$ cat src/hdl/hilbert_cell_id_codec_top_macros.svh
// ----------------------------------------------------------------------------
// hilbert cell id codec assertion macros
// concurrent assertion wrappers used by the hcc_back module
// ----------------------------------------------------------------------------
`ifndef HILBERT_CELL_ID_CODEC_TOP_MACROS_SVH
`define HILBERT_CELL_ID_CODEC_TOP_MACROS_SVH

`ifndef ASSERT_OFF
// checked while out of reset
`define HCC_ASSERT(lbl, prop, msg) \
    lbl: assert property (@(posedge clk) disable iff (!rst_n) prop) else $error(msg);
// checked on every edge
`define HCC_ASSERT_ALWAYS(lbl, prop, msg) \
    lbl: assert property (@(posedge clk) prop) else $error(msg);
`else
`define HCC_ASSERT(lbl, prop, msg)
`define HCC_ASSERT_ALWAYS(lbl, prop, msg)
`endif

`endif

$ cat src/hdl/hcc_pkg.sv
// ----------------------------------------------------------------------------
// hcc_pkg
// shared types, codes and helpers of the hilbert cell id codec
// ----------------------------------------------------------------------------
`timescale 1ns / 1ps

package hcc_pkg;

    localparam int COORD_W = 30;
    localparam int ID_W    = 64;
    localparam int RID_W   = 62;
    localparam int LVL_W   = 5;
    localparam int CMD_W   = 3;
    localparam int ST_W    = 3;
    localparam int D_W     = 60;

    localparam int MAX_LEVEL_DEF = 30;

    localparam logic [CMD_W-1:0] CMD_ENCODE   = 3'd0;
    localparam logic [CMD_W-1:0] CMD_DECODE   = 3'd1;
    localparam logic [CMD_W-1:0] CMD_PARENT   = 3'd2;
    localparam logic [CMD_W-1:0] CMD_CHILDREN = 3'd3;
    localparam logic [CMD_W-1:0] CMD_CONTAINS = 3'd4;

    localparam logic [ST_W-1:0] ST_OK        = 3'd0;
    localparam logic [ST_W-1:0] ST_LVL_RANGE = 3'd1;
    localparam logic [ST_W-1:0] ST_OUTSIDE   = 3'd2;
    localparam logic [ST_W-1:0] ST_ID_ZERO   = 3'd3;
    localparam logic [ST_W-1:0] ST_TOO_DEEP  = 3'd4;
    localparam logic [ST_W-1:0] ST_NO_CHILD  = 3'd5;

    // one classified command waiting for the back end
    typedef struct packed {
        logic [CMD_W-1:0]   cmd;
        logic [ST_W-1:0]    status;
        logic               calc;
        logic [LVL_W-1:0]   calc_lvl;
        logic [LVL_W-1:0]   level_out;
        logic [COORD_W-1:0] x;
        logic [COORD_W-1:0] y;
        logic [RID_W-1:0]   d;
        logic [ID_W-1:0]    id;
        logic [RID_W-1:0]   rid;
    } hcc_entry_t;

    // marker bit at 2*lvl+1, index below it, low bit set
    function automatic logic [RID_W-1:0] pack_id(input logic [LVL_W-1:0] lvl,
                                                 input logic [RID_W-1:0] d);
        logic [RID_W-1:0] marker;
        marker = {{(RID_W-1){1'b0}}, 1'b1} << {lvl, 1'b1};
        return marker | {d[RID_W-2:0], 1'b1};
    endfunction

endpackage

$ cat src/hdl/hcc_front.sv
// ----------------------------------------------------------------------------
// hcc_front
// holds max_level, finds the id level and classifies each command
// ----------------------------------------------------------------------------
`timescale 1ns / 1ps

module hcc_front
    import hcc_pkg::*;
#(
    parameter int MAX_LEVEL_BOUND = MAX_LEVEL_DEF
)
(
    input  logic               clk,
    input  logic               rst_n,
    input  logic               cfg_we,
    input  logic [LVL_W-1:0]   cfg_wdata,
    input  logic [CMD_W-1:0]   command,
    input  logic [COORD_W-1:0] x_coord,
    input  logic [COORD_W-1:0] y_coord,
    input  logic [LVL_W-1:0]   grid_level,
    input  logic [ID_W-1:0]    cell_id,
    output logic               known,
    output hcc_entry_t         entry
);

    logic [LVL_W-1:0] max_level_reg;
    logic [5:0]       msb;
    logic [5:0]       msb_m1;
    logic [LVL_W-1:0] lvl;
    logic [RID_W-1:0] idx;
    logic             id_zero;
    logic             enc_out;
    logic             pt_out;

    always_ff @(posedge clk or negedge rst_n)
    begin
        if (!rst_n)
        begin
            max_level_reg <= LVL_W'(MAX_LEVEL_BOUND);
        end
        else if (cfg_we && cfg_wdata != '0 && cfg_wdata <= LVL_W'(MAX_LEVEL_BOUND))
        begin
            max_level_reg <= cfg_wdata;
        end
    end

    // leading one of the id
    always_comb
    begin
        msb = '0;
        for (int i = 1; i < ID_W; i++)
        begin
            if (cell_id[i])
            begin
                msb = 6'(i);
            end
        end
    end

    assign msb_m1  = msb - 6'd1;
    assign lvl     = (msb == '0) ? '0 : msb_m1[5:1];
    assign idx     = cell_id[RID_W:1] & ~({RID_W{1'b1}} << {lvl, 1'b0});
    assign id_zero = (cell_id == '0);
    assign enc_out = ((x_coord >> grid_level) != '0) || ((y_coord >> grid_level) != '0);
    assign pt_out  = ((x_coord >> lvl) != '0) || ((y_coord >> lvl) != '0);
    assign known   = (command <= CMD_CONTAINS);

    always_comb
    begin
        entry           = '0;
        entry.cmd       = command;
        entry.x         = x_coord;
        entry.y         = y_coord;
        entry.id        = cell_id;
        entry.d         = idx;
        case (command)
            CMD_ENCODE:
            begin
                if (grid_level > max_level_reg)
                begin
                    entry.status = ST_LVL_RANGE;
                end
                else if (enc_out)
                begin
                    entry.status = ST_OUTSIDE;
                end
                else
                begin
                    entry.calc      = 1'b1;
                    entry.calc_lvl  = grid_level;
                    entry.level_out = grid_level;
                end
            end
            CMD_DECODE, CMD_CONTAINS:
            begin
                if (id_zero)
                begin
                    entry.status = ST_ID_ZERO;
                end
                else if (lvl > max_level_reg)
                begin
                    entry.status    = ST_TOO_DEEP;
                    entry.level_out = lvl;
                end
                else if (command == CMD_CONTAINS && pt_out)
                begin
                    entry.status    = ST_OUTSIDE;
                    entry.level_out = lvl;
                end
                else
                begin
                    entry.calc      = 1'b1;
                    entry.calc_lvl  = lvl;
                    entry.level_out = lvl;
                end
            end
            CMD_PARENT:
            begin
                if (id_zero)
                begin
                    entry.status = ST_ID_ZERO;
                end
                else if (lvl == '0)
                begin
                    entry.rid = cell_id[RID_W-1:0];
                end
                else
                begin
                    entry.rid       = pack_id(lvl - LVL_W'(1), idx >> 2);
                    entry.level_out = lvl;
                end
            end
            CMD_CHILDREN:
            begin
                if (id_zero)
                begin
                    entry.status = ST_ID_ZERO;
                end
                else if (lvl >= max_level_reg)
                begin
                    entry.status    = ST_NO_CHILD;
                    entry.level_out = lvl;
                end
                else
                begin
                    entry.rid       = pack_id(lvl + LVL_W'(1), idx << 2);
                    entry.level_out = lvl;
                end
            end
            default:
            begin
                entry.status = ST_OK;
            end
        endcase
    end

endmodule

$ cat src/hdl/hcc_queue.sv
// ----------------------------------------------------------------------------
// hcc_queue
// two-entry queue of classified commands between front and back
// ----------------------------------------------------------------------------
`timescale 1ns / 1ps

module hcc_queue
    import hcc_pkg::*;
(
    input  logic       clk,
    input  logic       rst_n,
    input  logic       push,
    input  hcc_entry_t wr_entry,
    input  logic       pop,
    output hcc_entry_t rd_entry,
    output logic       full,
    output logic       empty
);

    hcc_entry_t mem [2];
    logic       wr_ptr_reg;
    logic       rd_ptr_reg;
    logic [1:0] count_reg;
    logic [1:0] count_next;

    assign full     = (count_reg == 2'd2);
    assign empty    = (count_reg == 2'd0);
    assign rd_entry = mem[rd_ptr_reg];

    always_comb
    begin
        count_next = count_reg;
        if (push && !pop)
        begin
            count_next = count_reg + 2'd1;
        end
        else if (pop && !push)
        begin
            count_next = count_reg - 2'd1;
        end
    end

    always_ff @(posedge clk)
    begin
        if (push)
        begin
            mem[wr_ptr_reg] <= wr_entry;
        end
    end

    always_ff @(posedge clk or negedge rst_n)
    begin
        if (!rst_n)
        begin
            wr_ptr_reg <= 1'b0;
            rd_ptr_reg <= 1'b0;
            count_reg  <= '0;
        end
        else
        begin
            if (push)
            begin
                wr_ptr_reg <= ~wr_ptr_reg;
            end
            if (pop)
            begin
                rd_ptr_reg <= ~rd_ptr_reg;
            end
            count_reg <= count_next;
        end
    end

endmodule

$ cat src/hdl/hcc_back.sv
// ----------------------------------------------------------------------------
// hcc_back
// sequencer that walks the hilbert levels one per cycle and issues results
// ----------------------------------------------------------------------------
`timescale 1ns / 1ps

`include "hilbert_cell_id_codec_top_macros.svh"

module hcc_back
    import hcc_pkg::*;
(
    input  logic               clk,
    input  logic               rst_n,
    input  logic               q_empty,
    input  hcc_entry_t         q_entry,
    output logic               q_pop,
    output logic [RID_W-1:0]   result_id,
    output logic [COORD_W-1:0] x_out,
    output logic [COORD_W-1:0] y_out,
    output logic [LVL_W-1:0]   level_out,
    output logic               inside_res,
    output logic [ST_W-1:0]    status,
    output logic               last,
    output logic               out_valid,
    input  logic               out_ready
);

    localparam logic [1:0] S_IDLE = 2'd0;
    localparam logic [1:0] S_RUN  = 2'd1;
    localparam logic [1:0] S_OUT  = 2'd2;

    logic [1:0]         state_reg;
    logic [1:0]         kid_reg;
    logic               last_reg;
    hcc_entry_t         e_reg;
    logic [LVL_W-1:0]   step_reg;
    logic [COORD_W-1:0] x_reg;
    logic [COORD_W-1:0] y_reg;
    logic [COORD_W-1:0] x_next;
    logic [COORD_W-1:0] y_next;
    logic [RID_W-1:0]   t_reg;
    logic [D_W-1:0]     acc_reg;
    logic [RID_W-1:0]   rid_reg;
    logic [COORD_W-1:0] xo_reg;
    logic [COORD_W-1:0] yo_reg;
    logic [LVL_W-1:0]   lvo_reg;
    logic               ins_reg;
    logic [ST_W-1:0]    st_reg;
    logic               is_dec;
    logic [LVL_W-1:0]   bit_idx;
    logic               rx;
    logic               ry;
    logic [COORD_W-1:0] low_mask;
    logic [RID_W-1:0]   enc_id;

    assign q_pop    = (state_reg == S_IDLE) && !q_empty;
    assign is_dec   = (e_reg.cmd == CMD_DECODE);
    assign bit_idx  = e_reg.calc_lvl - LVL_W'(1) - step_reg;
    assign low_mask = ~({COORD_W{1'b1}} << step_reg);
    assign enc_id   = pack_id(e_reg.calc_lvl, {2'b00, acc_reg});

    // one hilbert level per cycle in either direction
    always_comb
    begin
        if (is_dec)
        begin
            rx = t_reg[1];
            ry = t_reg[0] ^ t_reg[1];
        end
        else
        begin
            rx = x_reg[bit_idx];
            ry = y_reg[bit_idx];
        end
        x_next = x_reg;
        y_next = y_reg;
        if (!ry)
        begin
            if (rx)
            begin
                x_next = is_dec ? (~y_reg & low_mask) : ~y_reg;
                y_next = is_dec ? (~x_reg & low_mask) : ~x_reg;
            end
            else
            begin
                x_next = y_reg;
                y_next = x_reg;
            end
        end
        if (is_dec)
        begin
            x_next = x_next | (COORD_W'(rx) << step_reg);
            y_next = y_next | (COORD_W'(ry) << step_reg);
        end
    end

    always_ff @(posedge clk)
    begin
        if (q_pop)
        begin
            e_reg    <= q_entry;
            step_reg <= '0;
            acc_reg  <= '0;
            t_reg    <= q_entry.d;
            x_reg    <= (q_entry.cmd == CMD_DECODE) ? '0 : q_entry.x;
            y_reg    <= (q_entry.cmd == CMD_DECODE) ? '0 : q_entry.y;
        end
        else if (state_reg == S_RUN)
        begin
            if (!e_reg.calc)
            begin
                rid_reg <= e_reg.rid;
                xo_reg  <= '0;
                yo_reg  <= '0;
                ins_reg <= 1'b0;
            end
            else if (step_reg == e_reg.calc_lvl)
            begin
                rid_reg <= (e_reg.cmd == CMD_ENCODE) ? enc_id : '0;
                xo_reg  <= is_dec ? x_reg : '0;
                yo_reg  <= is_dec ? y_reg : '0;
                ins_reg <= (e_reg.cmd == CMD_CONTAINS) && ({2'b00, enc_id} == e_reg.id);
            end
            else
            begin
                step_reg <= step_reg + LVL_W'(1);
                acc_reg  <= {acc_reg[D_W-3:0], rx, rx ^ ry};
                t_reg    <= t_reg >> 2;
                x_reg    <= x_next;
                y_reg    <= y_next;
            end
        end
        else if (state_reg == S_OUT && out_ready && !last_reg)
        begin
            rid_reg <= rid_reg + RID_W'(2);
        end
        if (q_pop)
        begin
            lvo_reg <= q_entry.level_out;
            st_reg  <= q_entry.status;
        end
    end

    always_ff @(posedge clk or negedge rst_n)
    begin
        if (!rst_n)
        begin
            state_reg <= S_IDLE;
            kid_reg   <= '0;
            last_reg  <= 1'b0;
        end
        else
        begin
            case (state_reg)
                S_IDLE:
                begin
                    if (q_pop)
                    begin
                        state_reg <= S_RUN;
                        kid_reg   <= '0;
                        last_reg  <= !(q_entry.cmd == CMD_CHILDREN && q_entry.status == ST_OK);
                    end
                end
                S_RUN:
                begin
                    if (!e_reg.calc || step_reg == e_reg.calc_lvl)
                    begin
                        state_reg <= S_OUT;
                    end
                end
                S_OUT:
                begin
                    if (out_ready)
                    begin
                        if (last_reg)
                        begin
                            state_reg <= S_IDLE;
                        end
                        else
                        begin
                            kid_reg  <= kid_reg + 2'd1;
                            last_reg <= (kid_reg == 2'd2);
                        end
                    end
                end
                default:
                begin
                    state_reg <= S_IDLE;
                end
            endcase
        end
    end

    // entries without a level walk pass the id from the front straight through
    assign out_valid  = (state_reg == S_OUT);
    assign result_id  = rid_reg;
    assign x_out      = xo_reg;
    assign y_out      = yo_reg;
    assign level_out  = lvo_reg;
    assign inside_res = ins_reg;
    assign status     = st_reg;
    assign last       = last_reg;

    `HCC_ASSERT(a_err_last, (out_valid && status != ST_OK) |-> last, "error result not last")
    `HCC_ASSERT(a_err_zero, (out_valid && status != ST_OK) |-> (result_id == '0 && x_out == '0 && y_out == '0), "error result carries data")
    `HCC_ASSERT(a_run_next, (state_reg == S_RUN) |=> (state_reg == S_RUN || state_reg == S_OUT), "sequencer left run early")
    `HCC_ASSERT(a_pop_idle, q_pop |=> (state_reg == S_RUN), "pop without start")

endmodule

$ cat src/hdl/hilbert_cell_id_codec_top.sv
// ----------------------------------------------------------------------------
// hilbert_cell_id_codec_top
// hilbert curve cell id codec: encode, decode, parent, children, contains
// ----------------------------------------------------------------------------
// Items are classified on entry (id level, range checks, parent and child base
// ids) and parked in a two-entry queue, so the input keeps taking items while
// results wait, until the queue is full. The back sequencer walks the hilbert
// curve one level per cycle for encode, decode and contains; parent and error
// results skip the walk, and a valid children item gives four results. The back
// sequencer is the throughput limit. max_level resets to MAX_LEVEL_BOUND; writes
// outside 1..MAX_LEVEL_BOUND are dropped, and unknown commands are accepted and
// give no result.
`timescale 1ns / 1ps

module hilbert_cell_id_codec_top
    import hcc_pkg::*;
#(
    parameter int MAX_LEVEL_BOUND = MAX_LEVEL_DEF
)
(
    input  logic               clk,
    input  logic               rst_n,
    // configuration write
    input  logic               cfg_we,
    input  logic [LVL_W-1:0]   cfg_wdata,
    // input items
    input  logic               in_valid,
    output logic               in_ready,
    input  logic [CMD_W-1:0]   command,
    input  logic [COORD_W-1:0] x_coord,
    input  logic [COORD_W-1:0] y_coord,
    input  logic [LVL_W-1:0]   grid_level,
    input  logic [ID_W-1:0]    cell_id,
    // result items
    output logic               out_valid,
    input  logic               out_ready,
    output logic [RID_W-1:0]   result_id,
    output logic [COORD_W-1:0] x_out,
    output logic [COORD_W-1:0] y_out,
    output logic [LVL_W-1:0]   level_out,
    output logic               inside_res,
    output logic [ST_W-1:0]    status,
    output logic               last
);

    hcc_entry_t f_entry;
    hcc_entry_t q_entry;
    logic       known;
    logic       q_full;
    logic       q_empty;
    logic       q_pop;
    logic       push;

    // unknown commands are taken but never queued
    assign in_ready = !q_full;
    assign push     = in_valid && in_ready && known;

    hcc_front #(
        .MAX_LEVEL_BOUND (MAX_LEVEL_BOUND)
    ) u_front (
        .clk        (clk),
        .rst_n      (rst_n),
        .cfg_we     (cfg_we),
        .cfg_wdata  (cfg_wdata),
        .command    (command),
        .x_coord    (x_coord),
        .y_coord    (y_coord),
        .grid_level (grid_level),
        .cell_id    (cell_id),
        .known      (known),
        .entry      (f_entry)
    );

    hcc_queue u_queue (
        .clk      (clk),
        .rst_n    (rst_n),
        .push     (push),
        .wr_entry (f_entry),
        .pop      (q_pop),
        .rd_entry (q_entry),
        .full     (q_full),
        .empty    (q_empty)
    );

    // level walk and result issue
    hcc_back u_back (
        .clk        (clk),
        .rst_n      (rst_n),
        .q_empty    (q_empty),
        .q_entry    (q_entry),
        .q_pop      (q_pop),
        .result_id  (result_id),
        .x_out      (x_out),
        .y_out      (y_out),
        .level_out  (level_out),
        .inside_res (inside_res),
        .status     (status),
        .last       (last),
        .out_valid  (out_valid),
        .out_ready  (out_ready)
    );

endmodule
$ cat config.mk
export PLATFORM = sky130hd
export DESIGN_NAME = hilbert_cell_id_codec_top
export DESIGN_NICKNAME = d
export VERILOG_FILES = /design/src/hdl/hcc_pkg.sv /design/src/hdl/hcc_front.sv /design/src/hdl/hcc_queue.sv /design/src/hdl/hcc_back.sv /design/src/hdl/hilbert_cell_id_codec_top.sv
export VERILOG_INCLUDE_DIRS = /design/src /design/src/hdl
export SDC_FILE = /design/constraint.sdc
export NUM_CORES = 2
export LEC_CHECK = 0
export BUFFER_PORTS_ARGS = -buffer_cell sky130_fd_sc_hd__buf_2
export CAP_MARGIN = 20
export CORE_MARGIN = 1.5
export CORE_UTILIZATION = 62
export CTS_CLUSTER_DIAMETER = 150
export DETAILED_ROUTE_END_ITERATION = 10
export PLACE_DENSITY = 0.81
export SKIP_CTS_REPAIR_TIMING = 1
export SYNTH_ARGS = -nofsm -noshare
export SYNTH_HDL_FRONTEND = slang
export SYNTH_HIERARCHICAL = 1
export SYNTH_SLANG_ARGS = --single-unit
$ cat constraint.sdc
create_clock -name clk -period 16.5 [get_ports clk]
set_clock_uncertainty 0.05 [all_clocks]
set_input_delay 0.825 -clock clk [delete_from_list [all_inputs] [get_ports clk]]
set_output_delay 0.825 -clock clk [all_outputs]
set_load 0.02 [all_outputs]
* After elaboration in Yosys (flattened, before gate mapping)
Memories as Yosys holds them, arrays and structs flattened.
Index checks and enable logic that the tools add are counted.
** Word-level totals
- Register bits :: 467
- RAM bits :: 530
- Output and inout port bits :: 134
- Logic and storage cells :: 282
- Memories :: 1
** Operators by class
- Add/sub/neg operators :: 10
- Magnitude comparators :: 6
- Equal/unequal tests :: 22
- Shifts and indexed selects :: 11
- Mux-type cells :: 143
- Bitwise logic cells :: 18
- Reduce and logical (&&, ||, !) cells :: 48
** Memories
- u_queue.mem :: words 2, bits a word 265, read ports 1, clocked after memory_dff 0, write ports 1, line hcc_queue.sv:20 : hcc_entry_t mem [2];
** Operators by type and width (number)
- 2-to-1 mux 62 bit :: 13
- 2-to-1 mux 30 bit :: 22
- 2-to-1 mux 6 bit :: 64
- left shift 1 x 6 -> 62 bit (first input constant) :: 3
- bitwise OR 62 x 61 -> 62 bit :: 2
- case mux 62 bit (2 select lines) :: 1
- nonzero test 30 bit :: 4
- right shift 30 x 5 -> 30 bit :: 4
- NOT 30 bit :: 3
- == test 62 x 64 -> 1 bit :: 1
- logical NOT 64 bit :: 1
- adder 62 x 2 -> 62 bit (second input constant) :: 1
- bitwise AND 62 bit :: 1
- NOT 62 bit :: 1
- bitwise OR 62 bit :: 1
- left shift 62 x 6 -> 62 bit (first input constant) :: 1
- bitwise AND 30 bit :: 2
- bitwise OR 30 bit :: 2
- left shift 1 x 5 -> 30 bit :: 2
- 2-to-1 mux 11 bit :: 3
- left shift 30 x 5 -> 30 bit (first input constant) :: 1
- 2-to-1 mux 2 bit :: 12
- 2-to-1 mux 5 bit :: 4
- case mux 5 bit (4 select lines) :: 1
- 42 further kinds :: 108

* Logic depth before layout (Yosys ltp)
- Depth after elaboration :: 73
- Gate-level depth with buffers :: 28

* Hierarchy
The synthesis kept the hierarchy.
** Modules (own cells, without submodules)
- hcc_back :: instances 1, cells each 2025, area each 21824.7 um^2
- hcc_queue :: instances 1, cells each 841, area each 20362.0 um^2
- hcc_front :: instances 1, cells each 1296, area each 8037.7 um^2
- hilbert_cell_id_codec_top :: instances 1, cells each 2, area each 12.5 um^2

* Worst setup path before layout
No wires, ideal clock.
- Path kind :: input to register
- From :: input command[0]
- To :: memory u_queue/mem[0][0] (netlist name) (enable)
- Library setup time :: 928 ps
- Arrival :: 13019 ps
- Setup slack :: 2503 ps
- Cell stages on the path :: 4
- Buffers on the path :: 1
- Cell sequence :: clkbuf_1 > o21ai_0 > and3b_1 > nor2b_1
** On the way
- Longest elaborated chain between the ends :: 4
** Ends and longest elaborated chain
- from (decl) :: line hilbert_cell_id_codec_top.sv:29 : input logic [CMD_W-1:0] command,
- less-or-equal comparator 3 bit :: line hcc_front.sv:66 : assign known = (command <= CMD_CONTAINS);
- via known :: line hilbert_cell_id_codec_top.sv:48 : logic known;
- logical AND 1 bit :: line hilbert_cell_id_codec_top.sv:56 : assign push = in_valid && in_ready && known;
- via push :: line hilbert_cell_id_codec_top.sv:52 : logic push;
- 2-to-1 mux 1 bit :: line hcc_queue.sv:45 : if (push)
- 2-to-1 mux 1 bit (not written as such) :: line hcc_queue.sv:47 : mem[wr_ptr_reg] <= wr_entry;
- to (decl) :: line hcc_queue.sv:20
The timed path passes the listed nets, and every way through them passes these cells.

==> results.json <==
{
  "drc_errors": 1,
  "grt_pass1_wl_mm": 224,
  "synth.distinct_cells": 99,
  "end_kind": "register",
  "initial_core_util": 0.625,
  "firstDrtPassIters": 11,
  "crit_chain": "buf_2 -> or4_1 -> a2111oi_0 -> dlymetal6s2s_1 -> o21a_1 -> a21oi_1 -> nor3_1 -> nor3_1 -> ha_1 -> mux2_2 -> buf_4 -> inv_2 -> ha_1 -> nor2b_1 -> o21a_1 -> o21ai_0 -> nand2b_1 -> a21oi_1 -> nand2_1 -> or3_1 -> buf_4 -> nor3b_1 -> a22oi_1 -> o21ai_0",
  "power.leakage_nw": 20.3,
  "ys_seq_area_frac": 0.582,
  "overflow": 0,
  "core_sq_um": 80400,
  "worstPathArrival_ns": 7.17,
  "die-area_sq_um": 82700,
  "clock_latency_ns": 0.68,
  "cp_top_family": "simple AND/OR/NAND/NOR gates",
  "wl_per_cell_microns": 29.2,
  "dieHeight_microns": 288,
  "cts_buffer_depth": 3,
  "clock-sinks": 997,
  "hold_class": "in -> async",
  "dpl.hpwl_mm": 109,
  "fmax_mhz": 149,
  "r2r_end": "u_back/x_reg[7]",
  "startpoint": "cell_id[29]",
  "rsz0062_at_grt": "false",
  "n_antenna_cell": 0,
  "final_area_sq_um": 54700,
  "crit_required_ns": 16.95,
  "setup_violations": 0,
  "syn2layout_area_growth_pct": 8.89,
  "drtIter0Drc": 7219,
  "place.gp.congestion": 1.02,
  "dpl.cell_count": 5184,
  "start_kind": "input pin",
  "cts-htree-levels": 3,
  "ir_drop_uv": 440,
  "grt_pass1_vias": 33500,
  "worstMarginPinSlew_ns": 1.18,
  "relSlewSlack": 0.206,
  "vias": 37100,
  "finalCriticalPeriod_ns": 6.72,
  "cts-root-buf": "clkbuf_16",
  "avgSynthCellArea_sq_um": 12.1,
  "drive_gt1_frac": 0.197,
  "grt_usage": 0.369,
  "path_max_fanout": 49,
  "cp.depth": 24,
  "finalHoldViolCount": 0,
  "die_x_microns": 288,
  "crit_slowest_cell": "inv_2",
  "cts_tree": "yes",
  "path_class": "in -> reg",
  "fin_setup_tns_ns": 0,
  "timing.rr.start": "u_back/step_reg[0]",
  "critPathCapture": "u_queue/mem[1][3]",
  "synthFlopType": "edfxtp_1",
  "dpl_cell_area_sq_um": 51200,
  "power.density_nw_per_um2": 210,
  "drt-total-wl_mm": 157,
  "r2r_cells": 12,
  "crit_buf_inv": 5,
  "clk_pin_slew_ns": 0.06,
  "fin_hold_ws_ns": 0.0748,
  "finalMaxSlewViolations": 0,
  "cap_violations": 0,
  "post-route-period-util": 0.407,
  "synth-edff-count": 918,
  "vias_per_cell": 6.89,
  "ff2ff_setup_slack_ns": 10.86,
  "synth_warnings": 6,
  "antenna_found_initial": 16,
  "stdcell_count": 5379,
  "slowest_delay_ns": 0.70,
  "violations": "design-rule violations",
  "synth_nets": 4333,
  "ys_ff_latch": 997,
  "status": "finished, violations left",
  "cts_buffers": 101,
  "grt_max_degree": 128,
  "final_nets": 4399,
  "syn-cell-area_sq_um": 50200,
  "largest_register_ffs": 530,
  "port-buffer-count": 275,
  "rows": 104,
  "num_io_pins": 276,
  "syn_inst": 4164,
  "drt.antenna.violating_nets": 0,
  "synth_async_sr_flop_share": 0.0140
}
-- through the flow --
| stage | util | setup WS, ns | power, W |
|---|---|---|---|
| global placement | 0.637 | 9.12 | 0.00884 |
| detailed placement | 0.637 | 9.04 | 0.00894 |
| finish | 0.680 | 9.78 | 0.0115 |
| CTS | 0.680 | 9.68 | 0.0113 |
| global route | 0.680 | 9.52 | 0.0119 |
| floorplan | - | 2.50 | 0.00780 |
-- metal layers --
metal | GRT usage | vias to the layer above | part of all wire
met5 | 0 | - | 0.000083
met4 | 0.119 | 2 | 0.039
li1 | - | 15700 | -
met3 | 0.0996 | 434 | 0.15
met2 | 0.532 | 3109 | 0.43
met1 | 0.545 | 17800 | 0.38
-- synthesized netlist by cell type, types with 14 or more instances --
cell,n,area [sq um]
and3_1,102,638
a21boi_0,14,105
inv_1,85,319
nor2_1,223,837
o21ai_0,131,656
xnor2_1,53,464
nand4_1,28,175
nor2b_1,26,163
o21ai_1,15,75.1
dfxtp_1,65,1300
and2_1,24,150
ha_1,26,325
or3_1,15,93.8
nand2b_1,19,119
nand3_1,116,581
o2bb2ai_1,27,236
a21o_1,14,105
buf_1,23,86.3
edfxtp_1,918,27600
a21oi_1,344,1720
nand2_1,508,1910
nor3_1,107,536
buf_4,136,1020
nor4_1,51,319
buf_6,21,236
a211oi_1,30,225
clkbuf_1,154,578
xor2_1,82,718
a221oi_1,45,394
mux2_4,240,3600
a31oi_1,31,194
buf_2,23,115
o22ai_1,49,307
a2111oi_0,17,149
o31ai_1,23,173
mux2i_1,31,310
mux4_2,20,450
or4_1,14,105
o211ai_1,28,210
mux2_2,42,473
-- kinds of logic (layout without fill, tap and decap cells) --
| family | after synthesis | after routing | share of synthesized area |
|---|---|---|---|
| fa+ha+maj | 27 | 27 | 0.00687 |
| buf+inv | 463 | 618 | 0.0513 |
| xor+xnor | 136 | 136 | 0.0239 |
| simple gates | 1285 | 1285 | 0.121 |
| compound gates | 923 | 923 | 0.119 |
| flops | 997 | 997 | 0.582 |
| mux | 333 | 333 | 0.0963 |
-- how the worst min path moves through the flow --
stage	startpoint	end	slack (ns)	cells after the start
after floorplan	u_back/acc_reg[56]	u_back/acc_reg[58]	0.38	2
after global placement	u_back/acc_reg[58]	u_back/acc_reg[58]	0.39	2
after detailed placement	u_back/acc_reg[16]	u_back/acc_reg[18]	0.40	2
after CTS	rst_n	u_back/kid_reg[1]	0.05	1
after global routing	rst_n	u_back/kid_reg[0]	0.08	1
final	rst_n	u_back/kid_reg[0]	0.07	1
-- final cells by class --
cell class | instances | area (sq um)
Sequential cell | 997 | 29200
Inverter | 94 | 360
Clock inverter | 70 | 733
Tap cell | 1060 | 1330
Clock buffer | 122 | 2700
Fill cell | 5567 | 25700
Timing Repair Buffer | 332 | 1830
Multi-Input combinational cell | 2704 | 18500
-- cell usage in the layout (no fill, tap or decap), types with 27 or more instances in the layout --
master,netlist,layout
nor2_1,223,220
o21ai_0,131,131
mux2_4,240,240
nor4_1,51,51
buf_4,136,52
xnor2_1,53,53
nand4_1,28,28
nand3_1,116,116
clkbuf_16,0,103
o211ai_1,28,28
xor2_1,82,82
mux2i_1,31,31
o2bb2ai_1,27,27
mux2_2,42,42
a21oi_1,344,344
and3_1,102,102
a31oi_1,31,31
inv_1,85,84
a221oi_1,45,45
nand2_1,508,505
a211oi_1,30,30
dfxtp_1,65,65
nor3_1,107,105
buf_2,23,276
edfxtp_1,918,918
o22ai_1,49,48
-- power by group --
group | switching, W | internal (W)
clock network | 0.000992 | 0.00136
logic | 0.00307 | 0.00166
registers | 0.000501 | 0.00389
Power figures use the tool's default switching activity.
